--- config.mk ---
export PLATFORM = sky130hd
export DESIGN_NAME = json_scalar_syntax_checker_unit
export DESIGN_NICKNAME = d
export VERILOG_FILES = /design/src/hw/rtl/jssc_pkg.sv /design/src/hw/rtl/jssc_parse.sv /design/src/hw/rtl/json_scalar_syntax_checker_unit.sv
export SDC_FILE = /design/constraint.sdc
export NUM_CORES = 1
export LEC_CHECK = 0
export BUFFER_PORTS_ARGS = -buffer_cell sky130_fd_sc_hd__buf_2
export CAP_MARGIN = 0
export CORE_MARGIN = 2
export CORE_UTILIZATION = 45
export CTS_BUF_LIST = sky130_fd_sc_hd__clkbuf_8 sky130_fd_sc_hd__clkbuf_16
export CTS_CLUSTER_SIZE = 14
export DETAILED_ROUTE_END_ITERATION = 12
export PLACE_DENSITY_LB_ADDON = 0.2
export SLEW_MARGIN = 30
export SYNTH_ARGS = -nofsm -noshare
export SYNTH_HDL_FRONTEND = slang
export SYNTH_SLANG_ARGS = --single-unit
--- constraint.sdc ---
create_clock -name clk -period 2.6 [get_ports clk]
set_clock_uncertainty 0.1 [all_clocks]
set_input_delay 0 -clock clk [delete_from_list [all_inputs] [get_ports clk]]
set_output_delay 0 -clock clk [all_outputs]
set_load 0.05 [all_outputs]
--- src/hw/rtl/jssc_pkg.sv ---
package jssc_pkg;

  // Result status codes
  typedef enum logic [1:0] {
    ST_OK           = 2'd0,
    ST_EXPECT       = 2'd1,
    ST_INVALID      = 2'd2,
    ST_NOT_SINGULAR = 2'd3
  } status_t;

  // Value type codes
  typedef enum logic [1:0] {
    TY_NULL   = 2'd0,
    TY_FALSE  = 2'd1,
    TY_TRUE   = 2'd2,
    TY_NUMBER = 2'd3
  } vtype_t;

  // Parser phases; codes 12..15 are unused
  typedef enum logic [3:0] {
    PH_LEAD       = 4'd0,
    PH_LIT        = 4'd1,
    PH_SIGN       = 4'd2,
    PH_ZERO       = 4'd3,
    PH_INT        = 4'd4,
    PH_FRAC_FIRST = 4'd5,
    PH_FRAC       = 4'd6,
    PH_EXP_MARK   = 4'd7,
    PH_EXP_FIRST  = 4'd8,
    PH_EXP        = 4'd9,
    PH_TRAIL      = 4'd10,
    PH_ERR        = 4'd11
  } phase_t;

  // Literal selector
  localparam logic [1:0] LIT_NULL  = 2'd0;
  localparam logic [1:0] LIT_FALSE = 2'd1;
  localparam logic [1:0] LIT_TRUE  = 2'd2;

  localparam logic [7:0] CH_TERM = 8'h00;

  // Result handed from the parser to the output register
  typedef struct packed {
    status_t status;
    vtype_t  vtype;
  } result_t;

  function automatic logic is_ws(input logic [7:0] c);
    return (c == 8'h20) || (c == 8'h09) || (c == 8'h0a) || (c == 8'h0d);
  endfunction

  function automatic logic is_digit(input logic [7:0] c);
    return (c >= 8'h30) && (c <= 8'h39);
  endfunction

  // Expected byte of a literal at a given position
  function automatic logic [7:0] lit_char(input logic [1:0] k, input logic [2:0] p);
    logic [7:0] c;
    c = 8'h00;
    case (k)
      LIT_FALSE: begin
        case (p)
          3'd0:    c = "f";
          3'd1:    c = "a";
          3'd2:    c = "l";
          3'd3:    c = "s";
          default: c = "e";
        endcase
      end
      LIT_TRUE: begin
        case (p)
          3'd0:    c = "t";
          3'd1:    c = "r";
          3'd2:    c = "u";
          3'd3:    c = "e";
          default: c = 8'h00;
        endcase
      end
      default: begin
        case (p)
          3'd0:    c = "n";
          3'd1:    c = "u";
          3'd2:    c = "l";
          3'd3:    c = "l";
          default: c = 8'h00;
        endcase
      end
    endcase
    return c;
  endfunction

  function automatic logic [2:0] lit_len(input logic [1:0] k);
    return (k == LIT_FALSE) ? 3'd5 : 3'd4;
  endfunction

endpackage

--- src/hw/rtl/jssc_parse.sv ---
// Parser state and per-byte transition; a result comes out on the terminator
module jssc_parse (
  input  logic                 clk,
  input  logic                 rst_n,
  input  logic                 step,      // consume ch this cycle
  input  logic [7:0]           ch,
  output jssc_pkg::result_t    result,    // valid when step and ch is the terminator
  output jssc_pkg::phase_t     phase      // current phase, for checks
);

  jssc_pkg::phase_t   phase_r, phase_nxt;
  logic [1:0]         kind_r, kind_nxt;
  logic [2:0]         pos_r, pos_nxt;
  jssc_pkg::status_t  hstat_r, hstat_nxt;
  jssc_pkg::vtype_t   htype_r, htype_nxt;

  logic [1:0] k;
  logic [2:0] p;
  logic [2:0] p_inc;

  assign phase = phase_r;

  // clamp literal indexes as the spec does for unreachable codes
  assign k     = (kind_r == 2'd3) ? jssc_pkg::LIT_NULL : kind_r;
  assign p     = (pos_r > 3'd4) ? 3'd4 : pos_r;
  assign p_inc = p + 3'd1;

  // terminator result
  always_comb begin
    result.status = jssc_pkg::ST_INVALID;
    case (phase_r)
      jssc_pkg::PH_LEAD:  result.status = jssc_pkg::ST_EXPECT;
      jssc_pkg::PH_ZERO,
      jssc_pkg::PH_INT,
      jssc_pkg::PH_FRAC,
      jssc_pkg::PH_EXP,
      jssc_pkg::PH_TRAIL: result.status = jssc_pkg::ST_OK;
      jssc_pkg::PH_ERR:   result.status = hstat_r;
      default:            result.status = jssc_pkg::ST_INVALID;
    endcase
    result.vtype = (result.status == jssc_pkg::ST_OK) ? htype_r : jssc_pkg::TY_NULL;
  end

  // next state
  always_comb begin
    phase_nxt = phase_r;
    kind_nxt  = kind_r;
    pos_nxt   = pos_r;
    hstat_nxt = hstat_r;
    htype_nxt = htype_r;
    if (ch == jssc_pkg::CH_TERM) begin
      phase_nxt = jssc_pkg::PH_LEAD;
      kind_nxt  = jssc_pkg::LIT_NULL;
      pos_nxt   = 3'd0;
      hstat_nxt = jssc_pkg::ST_OK;
      htype_nxt = jssc_pkg::TY_NULL;
    end else begin
      case (phase_r)
        jssc_pkg::PH_LEAD: begin
          if (jssc_pkg::is_ws(ch)) begin
            phase_nxt = phase_r;
          end else if (ch == "n" || ch == "f" || ch == "t") begin
            kind_nxt  = (ch == "n") ? jssc_pkg::LIT_NULL :
                        (ch == "f") ? jssc_pkg::LIT_FALSE : jssc_pkg::LIT_TRUE;
            pos_nxt   = 3'd1;
            phase_nxt = jssc_pkg::PH_LIT;
          end else if (ch == "-") begin
            phase_nxt = jssc_pkg::PH_SIGN;
          end else if (ch == "0") begin
            htype_nxt = jssc_pkg::TY_NUMBER;
            phase_nxt = jssc_pkg::PH_ZERO;
          end else if (jssc_pkg::is_digit(ch)) begin
            htype_nxt = jssc_pkg::TY_NUMBER;
            phase_nxt = jssc_pkg::PH_INT;
          end else begin
            hstat_nxt = jssc_pkg::ST_INVALID;
            htype_nxt = jssc_pkg::TY_NULL;
            phase_nxt = jssc_pkg::PH_ERR;
          end
        end
        jssc_pkg::PH_LIT: begin
          if (ch != jssc_pkg::lit_char(k, p)) begin
            hstat_nxt = jssc_pkg::ST_INVALID;
            htype_nxt = jssc_pkg::TY_NULL;
            phase_nxt = jssc_pkg::PH_ERR;
          end else begin
            pos_nxt = p_inc;
            if (p_inc >= jssc_pkg::lit_len(k)) begin
              htype_nxt = (k == jssc_pkg::LIT_NULL)  ? jssc_pkg::TY_NULL :
                          (k == jssc_pkg::LIT_FALSE) ? jssc_pkg::TY_FALSE :
                                                       jssc_pkg::TY_TRUE;
              phase_nxt = jssc_pkg::PH_TRAIL;
            end
          end
        end
        jssc_pkg::PH_SIGN: begin
          if (ch == "0") begin
            htype_nxt = jssc_pkg::TY_NUMBER;
            phase_nxt = jssc_pkg::PH_ZERO;
          end else if (jssc_pkg::is_digit(ch)) begin
            htype_nxt = jssc_pkg::TY_NUMBER;
            phase_nxt = jssc_pkg::PH_INT;
          end else begin
            hstat_nxt = jssc_pkg::ST_INVALID;
            htype_nxt = jssc_pkg::TY_NULL;
            phase_nxt = jssc_pkg::PH_ERR;
          end
        end
        jssc_pkg::PH_ZERO,
        jssc_pkg::PH_INT,
        jssc_pkg::PH_FRAC,
        jssc_pkg::PH_EXP: begin
          if (jssc_pkg::is_digit(ch) && phase_r != jssc_pkg::PH_ZERO) begin
            phase_nxt = phase_r;
          end else if (ch == "." &&
                       (phase_r == jssc_pkg::PH_ZERO || phase_r == jssc_pkg::PH_INT)) begin
            phase_nxt = jssc_pkg::PH_FRAC_FIRST;
          end else if ((ch == "e" || ch == "E") && phase_r != jssc_pkg::PH_EXP) begin
            phase_nxt = jssc_pkg::PH_EXP_MARK;
          end else if (jssc_pkg::is_ws(ch)) begin
            phase_nxt = jssc_pkg::PH_TRAIL;
          end else begin
            hstat_nxt = jssc_pkg::ST_NOT_SINGULAR;
            htype_nxt = jssc_pkg::TY_NULL;
            phase_nxt = jssc_pkg::PH_ERR;
          end
        end
        jssc_pkg::PH_FRAC_FIRST,
        jssc_pkg::PH_EXP_FIRST: begin
          if (jssc_pkg::is_digit(ch)) begin
            phase_nxt = (phase_r == jssc_pkg::PH_FRAC_FIRST) ? jssc_pkg::PH_FRAC
                                                             : jssc_pkg::PH_EXP;
          end else begin
            hstat_nxt = jssc_pkg::ST_INVALID;
            htype_nxt = jssc_pkg::TY_NULL;
            phase_nxt = jssc_pkg::PH_ERR;
          end
        end
        jssc_pkg::PH_EXP_MARK: begin
          if (ch == "+" || ch == "-") begin
            phase_nxt = jssc_pkg::PH_EXP_FIRST;
          end else if (jssc_pkg::is_digit(ch)) begin
            phase_nxt = jssc_pkg::PH_EXP;
          end else begin
            hstat_nxt = jssc_pkg::ST_INVALID;
            htype_nxt = jssc_pkg::TY_NULL;
            phase_nxt = jssc_pkg::PH_ERR;
          end
        end
        jssc_pkg::PH_TRAIL: begin
          if (!jssc_pkg::is_ws(ch)) begin
            hstat_nxt = jssc_pkg::ST_NOT_SINGULAR;
            htype_nxt = jssc_pkg::TY_NULL;
            phase_nxt = jssc_pkg::PH_ERR;
          end
        end
        jssc_pkg::PH_ERR: begin
          phase_nxt = phase_r;
        end
        default: begin
          hstat_nxt = jssc_pkg::ST_INVALID;
          htype_nxt = jssc_pkg::TY_NULL;
          phase_nxt = jssc_pkg::PH_ERR;
        end
      endcase
    end
  end

  // state registers
  always_ff @(posedge clk) begin
    if (!rst_n) begin
      phase_r <= jssc_pkg::PH_LEAD;
      kind_r  <= jssc_pkg::LIT_NULL;
      pos_r   <= 3'd0;
      hstat_r <= jssc_pkg::ST_OK;
      htype_r <= jssc_pkg::TY_NULL;
    end else if (step) begin
      phase_r <= phase_nxt;
      kind_r  <= kind_nxt;
      pos_r   <= pos_nxt;
      hstat_r <= hstat_nxt;
      htype_r <= htype_nxt;
    end
  end

endmodule

--- src/hw/rtl/json_scalar_syntax_checker_unit.sv ---
// Channel | Dir | Ports                     | Payload
// in      | in  | in_tvalid/tready/tdata    | tdata[7:0] ch
// out     | out | out_tvalid/tready/tdata   | tdata[1:0] status, [3:2] value_type, [7:4] 0
//
// One byte per cycle sustained while no terminator is stalled: a byte waits in the input
// register, then the parser state updates; a terminator's result is loaded into the output
// register in the same cycle as that parser update.
// rst_n is synchronous, active low, and returns the parser to leading whitespace.
// A waiting result stalls only a following terminator; other bytes keep flowing.
module json_scalar_syntax_checker_unit (
  input  logic       clk,
  input  logic       rst_n,
  input  logic       in_tvalid,
  output logic       in_tready,
  input  logic [7:0] in_tdata,   // [7:0] ch
  output logic       out_tvalid,
  input  logic       out_tready,
  output logic [7:0] out_tdata   // [1:0] status, [3:2] value_type, [7:4] zero
);

  logic                 in_valid_r;
  logic [7:0]           in_ch_r;
  logic                 is_term;
  logic                 out_free;
  logic                 step;
  jssc_pkg::result_t    result;
  jssc_pkg::phase_t     phase;
  logic                 out_valid_r;
  jssc_pkg::result_t    out_res_r;

  assign is_term   = (in_ch_r == jssc_pkg::CH_TERM);
  assign out_free  = !out_valid_r || out_tready;
  assign step      = in_valid_r && (!is_term || out_free);
  assign in_tready = !in_valid_r || step;

  // input register
  always_ff @(posedge clk) begin
    if (!rst_n) begin
      in_valid_r <= 1'b0;
    end else if (in_tready) begin
      in_valid_r <= in_tvalid;
    end
  end

  always_ff @(posedge clk) begin
    if (in_tready && in_tvalid) begin
      in_ch_r <= in_tdata;
    end
  end

  jssc_parse u_parse (
    .clk    (clk),
    .rst_n  (rst_n),
    .step   (step),
    .ch     (in_ch_r),
    .result (result),
    .phase  (phase)
  );

  // output register
  always_ff @(posedge clk) begin
    if (!rst_n) begin
      out_valid_r <= 1'b0;
    end else if (out_free) begin
      out_valid_r <= step && is_term;
    end
  end

  always_ff @(posedge clk) begin
    if (step && is_term) begin
      out_res_r <= result;
    end
  end

  assign out_tvalid = out_valid_r;
  assign out_tdata  = {4'd0, out_res_r.vtype, out_res_r.status};

  // checks
  a_err_type_null: assert property (@(posedge clk) disable iff (!rst_n)
    out_tvalid |-> (out_tdata[1:0] == jssc_pkg::ST_OK || out_tdata[3:2] == jssc_pkg::TY_NULL))
    else $error("error result with non-null type");

  a_term_resets: assert property (@(posedge clk) disable iff (!rst_n)
    (step && is_term) |=> (phase == jssc_pkg::PH_LEAD))
    else $error("parser not back in leading phase after terminator");

  a_stall_held: assert property (@(posedge clk) disable iff (!rst_n)
    !in_tready |-> (in_valid_r && is_term && out_valid_r && !out_tready))
    else $error("input stalled without a blocked terminator");

  a_result_loaded: assert property (@(posedge clk) disable iff (!rst_n)
    (step && is_term) |=> out_tvalid)
    else $error("terminator consumed without a result");

endmodule

==> results of run 1 <==
layer usage:
| metal | vias up | GRT usage |
|---|---|---|
| li1 | 1128 | - |
| met1 | 1088 | 0.263 |
| met2 | 61 | 0.337 |
| met3 | 6 | 0.0353 |
| met4 | 0 | 0.0589 |
| met5 | - | 0 |
cell usage after synthesis (4+ instances only):
library cell | instances | area share
a21oi_1 | 15 | 0.031
a31oi_1 | 7 | 0.018
buf_2 | 4 | 0.0084
buf_4 | 7 | 0.022
clkbuf_1 | 6 | 0.0094
dfxtp_1 | 15 | 0.13
edfxtp_1 | 12 | 0.15
ha_1 | 9 | 0.047
inv_1 | 9 | 0.014
inv_2 | 4 | 0.0063
mux2i_1 | 7 | 0.029
nand2_1 | 22 | 0.034
nand2b_1 | 7 | 0.018
nand3_1 | 13 | 0.027
nand4_1 | 8 | 0.021
nor2_1 | 17 | 0.027
nor2b_1 | 9 | 0.023
nor3_1 | 6 | 0.013
o211ai_1 | 4 | 0.013
o21ai_0 | 12 | 0.025
xnor2_1 | 4 | 0.015
where the power goes:
| part | leakage [uW] | switching, uW | internal (uW) |
|---|---|---|---|
| Sequential | 0.000235 | 39.1 | 469 |
| Clock | 0.0000260 | 137 | 110 |
| Combinational | 0.000843 | 201 | 156 |
what timing repair did:
item	4_1_cts	5_1_grt
gates resized for setup	1	20
hold buffers	11	0
hold endpoints to repair	10	0
setup endpoints to repair	2	11
buffers inserted	1	4
pin swaps	1	7
state kept, by name (all words and copies together), names as in the netlist:
signal / flops
out_tdata: 4
in_valid_r: 1
u_parse.pos_r: 3
u_parse.hstat_r: 2
in_ch_r: 8
u_parse.htype_r: 2
u_parse.phase: 4
u_parse.kind_r: 2
out_tvalid: 1
worst max-delay path, stage by stage (launching register included):
cell,delay [ps]
dfxtp_2,340
inv_2,60
nand2_4,90
inv_4,50
ha_2,170
ha_2,190
o22ai_2,160
a2111oi_2,90
a31oi_1,150
nand4_1,240
o31ai_4,340
buf_4,170
nor2_1,30
a32o_1,200
layout make-up:
class                      instances  area, um2  area share
multi-input combinational        222       1650       0.569
sequential                        27        664       0.229
timing repair buffer              55        398       0.137
tap                               70       87.6      0.0303
inverter                          13       51.3      0.0177
clock buffer                       3       41.3      0.0143
clock inverter                     1       6.26     0.00216
cell usage in the layout, fill, tap and decap left out, types with 4 or more instances in the layout:
| cell type | count |
|---|---|
| conb_1 | 4 |
| buf_2 | 17 |
| nor2b_1 | 9 |
| nor2_1 | 17 |
| dlygate4sd3_1 | 11 |
| a31oi_1 | 7 |
| nor3_1 | 6 |
| o21ai_0 | 10 |
| dfxtp_1 | 12 |
| inv_1 | 9 |
| buf_4 | 27 |
| ha_1 | 6 |
| nand2_1 | 21 |
| o211ai_1 | 4 |
| nand4_1 | 8 |
| edfxtp_1 | 12 |
| a21oi_1 | 14 |
| mux2i_1 | 7 |
| nand2b_1 | 7 |
| nand3_1 | 13 |
cells by family (layout without fill, tap and decap cells):
kind of cell | Yosys count | count (layout) | synth area share
AND/OR/NAND/NOR | 123 | 123 | 0.319
XOR/XNOR | 5 | 5 | 0.0183
other | 1 | 4 | 0.00157
adder cells (fa/ha/maj) | 9 | 9 | 0.0470
multiplexers | 7 | 7 | 0.0292
AO/OA/AOI/OAI | 74 | 74 | 0.234
flip-flops | 27 | 27 | 0.276
buffers and inverters | 34 | 72 | 0.0757
worst max path at each step:
stage / endpoint / start / cells after the start / slack (ps)
after detailed placement: u_parse.phase[2] / u_parse.kind_r[0] / 9 / -20
after CTS: u_parse.hstat_r[0] / u_parse.pos_r[2] / 12 / 50
after global placement: u_parse.phase[2] / u_parse.kind_r[0] / 9 / 50
after floorplan: in_ch_r[0] / in_ch_r[0] / 4 / 160
after global routing: u_parse.htype_r[1] / u_parse.pos_r[2] / 13 / -9
final: u_parse.phase[0] / u_parse.pos_r[2] / 13 / 120
per-stage QoR:
step	TNS, ps	std cells	hold slack, ps
6_report	0	391	15.3
5_1_grt	-26.4	391	22.8
4_1_cts	0	387	13.2
3_5_place_dp	-18.3	371	78.1
3_3_place_gp	0	371	77.8
2_1_floorplan	0	283	-1.13
==> impl_metrics.ini, run 1 <==
[critical_path]
worst_ep_arrival_time_ps = 2570
worstSetupPathType = register to register
reg2reg_depth = 13
rr_startpoint = u_parse.pos_r[2]
worst_setup_path_start_kind = register
r2r_end = u_parse.phase[0]
cp-end-kind = register
r2r_setup_slack_ps = 120
cp.required_ps = 2680
cp_max_fo = 4

[clocking]
h-tree-depth = 1
path_clk_slew_ps = 100
clk_path_buf_depth = 2
clk_latency_ps = 280
root_buffer = clkbuf_8
cts_buffers = 3
cts_tree = yes
cts.sinks = 27

[routing]
vias_per_cell = 5.84
ant_nets = 0
met2_wirelength_um = 3050
dr_wl_met3_um = 230
drtIter0Drc = 144
drt_wl_total_um = 6070
num_vias = 2283
highest_layer = met4
drc = 0
post_drt_wl_per_cell_um = 15.5
wl_met1_um = 2740
firstDrtPassIters = 4

[placed_design]
pre_cts_ws_ps = -18.3
portBuffers = 17
placed_cell_area_um2 = 2610
dp_hpwl_um = 4460
gp_congestion = 0.895

[die]
rows = 26
coreArea_um2 = 5110
die_w_um = 77.0
start_util = 0.469
pin_count = 22
die-area_um2 = 5920
fp.dieH_um = 77.0

[timing]
fmax_mhz = 402
worst_pin_slew_ps = 579
fin_crit_sh = 0.956
setup_viol = 0
drv_slew = 0
slew_headroom = 0.610
period_needed_ps = 2480
hold_viol = 0
fin_ws_ps = 115

[yosys]
ys_ff_latch = 27
ys_warn_count = 0
synth.distinct_cells = 72
async_reset_ff_frac = 0
synth_area_per_cell_um2 = 8.56
synth_area_um2 = 2400
synth-edff-count = 12
yosysSeqAreaShare = 0.276
synthCells = 280
synthFlopType = dfxtp_1

[final_layout]
drive_above_1_share = 0.293
nFillCells = 468
fin_util = 0.567
final_nets = 343
synthToLayoutAreaGrowth_pct = 20.8
fin_area_um2 = 2900
antenna_cells = 0

[pwr]
power.density_nw_per_um2 = 384
leakage_uw = 0.00110
finalPower_uw = 1110
ir_worst_vdd_v = 0.000330

[min_path]
hold_end = u_parse.htype_r[1]
hold_path_depth = 2
worstHoldPathType = primary input to register
min_from = rst_n

[grt]
grt_max_degree = 20
overflow = 0
grt_use_total = 0.200
grt_pass1_wl_um = 9760
grt_pass1_vias = 2054
antenna_found_initial = 0

[run]
cap_viol_max_count = 0

[outcome]
status = completed
Power figures use the tool's default switching activity.
==> run 2: changes to the inputs <==
Settings changed: BUFFER_PORTS_ARGS -buffer_cell sky130_fd_sc_hd__buf_2 to default, DONT_BUFFER_PORTS from default to 1, PLACE_DENSITY from default to 0.6, PLACE_DENSITY_LB_ADDON 0.2 to default.
==> run 2 against run 1 <==
Maximum frequency shrank 2.1%. Combinational power shrank 5%. Clock power shrank 4%. Sequential share of layout area grew 0.63 points. Count of clock-buffer cells in the layout is the same.
==> impl_metrics.ini, run 2 (same netlist as run 1, synthesis figures left out) <==
[critical_path]
r2r_end = u_parse.phase[2]
worstPathCellList = inv_4 -> nand2_4 -> inv_4 -> ha_4 -> ha_4 -> o22ai_4 -> a2111oi_4 -> a31oi_1 -> nand4_1 -> o31ai_4 -> mux2i_1 -> nor2b_1
crit_slowest_cell = o31ai_4
cp.required_ps = 2670
cp_max_fo = 7
r2r_setup_slack_ps = 60
worst_ep_arrival_time_ps = 2610
cp-end-kind = register
cpPeakStageDelay_ps = 460
worstSetupPathType = register to register
reg2reg_depth = 12
worst_setup_path_start_kind = register
rr_startpoint = u_parse.pos_r[2]

[outcome]
status = completed

[min_path]
hold_path_depth = 1
min_from = in_tvalid
worstHoldPathType = primary input to register
hold_end = in_ch_r[6]

[grt]
grt_max_degree = 20
antenna_found_initial = 0
grt_pass1_vias = 1959
overflow = 0
grt_use_total = 0.201
grt_pass1_wl_um = 9670

[timing]
rsz0062_at_grt = yes
setup_viol = 0
hold_viol = 0
fin_crit_sh = 0.976
fin_ws_ps = 62.7
slew_headroom = 0.530
worst_pin_slew_ps = 702
fmax_mhz = 394
drv_slew = 0
period_needed_ps = 2540

[clocking]
path_clk_slew_ps = 90
root_buffer = clkbuf_8
h-tree-depth = 1
cts_buffers = 3
cts_tree = yes
clk_latency_ps = 270
clk_path_buf_depth = 2
cts.sinks = 27

[final_layout]
antenna_cells = 0
final_nets = 326
synthToLayoutAreaGrowth_pct = 17.6
nFillCells = 495
regMostFlops = in_ch_r
fin_area_um2 = 2820
layout_common_cells = buf_4, nand2_1, nor2_1, a21oi_1, nand3_1
fin_util = 0.552
largest_reg_flops = 8
drive_above_1_share = 0.250
final_common_cell = buf_4

[die]
die_w_um = 77.0
pin_count = 22
rows = 26
coreArea_um2 = 5110
fp.dieH_um = 77.0
start_util = 0.469
die-area_um2 = 5920

[placed_design]
pre_cts_ws_ps = -27.3
gp_congestion = 0.911
placed_cell_area_um2 = 2530
dp_hpwl_um = 4480
portBuffers = 0

[routing]
post_drt_wl_per_cell_um = 15.9
num_vias = 2202
wl_met1_um = 2730
drtIter0Drc = 91
dr_wl_met3_um = 234
ant_nets = 0
drt_wl_total_um = 5950
met2_wirelength_um = 2910
vias_per_cell = 5.89
firstDrtPassIters = 4
drc = 0
highest_layer = met4

[pwr]
power.density_nw_per_um2 = 385
leakage_uw = 0.00104
ir_worst_vdd_v = 0.000305
finalPower_uw = 1080

[run]
cap_viol_max_count = 0
## run 2: cell count changes in the layout (fill, tap and decap cells not counted), sizes merged
cell    previous run  this run
buf               44        27
inv               14        13
clkinv             0         1
## run 2: cell type report
type	instances	area (um2)	share of cell area
inverter	13	53.8	0.0191
timing repair buffer	38	313	0.111
clock buffer	3	41.3	0.0147
multi-input combinational	222	1650	0.587
tap	70	87.6	0.0311
sequential	27	664	0.236
clock inverter	1	5.00	0.00178
## run 2: what timing repair did
item,4_1_cts,5_1_grt
pin swaps,3,8
hold endpoints to repair,23,0
gates resized for setup,6,16
cloned,0,0
hold buffers,11,0
buffers inserted,0,5
setup endpoints to repair,9,11
## run 2: how the worst max path moves through the flow
stage	from	end	slack (ps)
after floorplan	in_ch_r[0]	in_ch_r[0]	160
after global placement	u_parse.kind_r[0]	u_parse.htype_r[0]	40
after detailed placement	u_parse.kind_r[0]	u_parse.htype_r[0]	-30
after CTS	u_parse.pos_r[2]	u_parse.phase[2]	6
after global routing	u_parse.pos_r[2]	u_parse.phase[0]	-90
final	u_parse.pos_r[2]	u_parse.phase[2]	60
## run 2: power by group
group          switching, uW  internal (uW)  leakage (uW)  total, uW
registers               38.3            469      0.000235        507
clock network            130            108     0.0000255        237
logic                    197            143      0.000778        339
## run 2: worst max-delay path: cells and delay by family (launching register included)
family / cells / cell delay, ps
mux: 1 / 230
compound gates: 4 / 920
flops: 1 / 370
buf+inv: 2 / 100
fa+ha+maj: 2 / 320
simple gates: 3 / 400
## run 2: metal layers
metal | GRT usage | up-vias
met2 | 0.336 | 58
met4 | 0.0518 | 0
met5 | 0 | -
li1 | - | 1108
met3 | 0.0306 | 8
met1 | 0.273 | 1028
## run 2: through the flow
| step | setup TNS, ps | hold slack (ps) | std cells |
|---|---|---|---|
| finish | 0 | 70.3 | 374 |
| global route | -483 | 76.4 | 374 |
| global placement | 0 | -1.08 | 354 |
| detailed placement | -93.8 | -1.09 | 354 |
| floorplan | 0 | -1.13 | 283 |
| CTS | 0 | 61.1 | 369 |
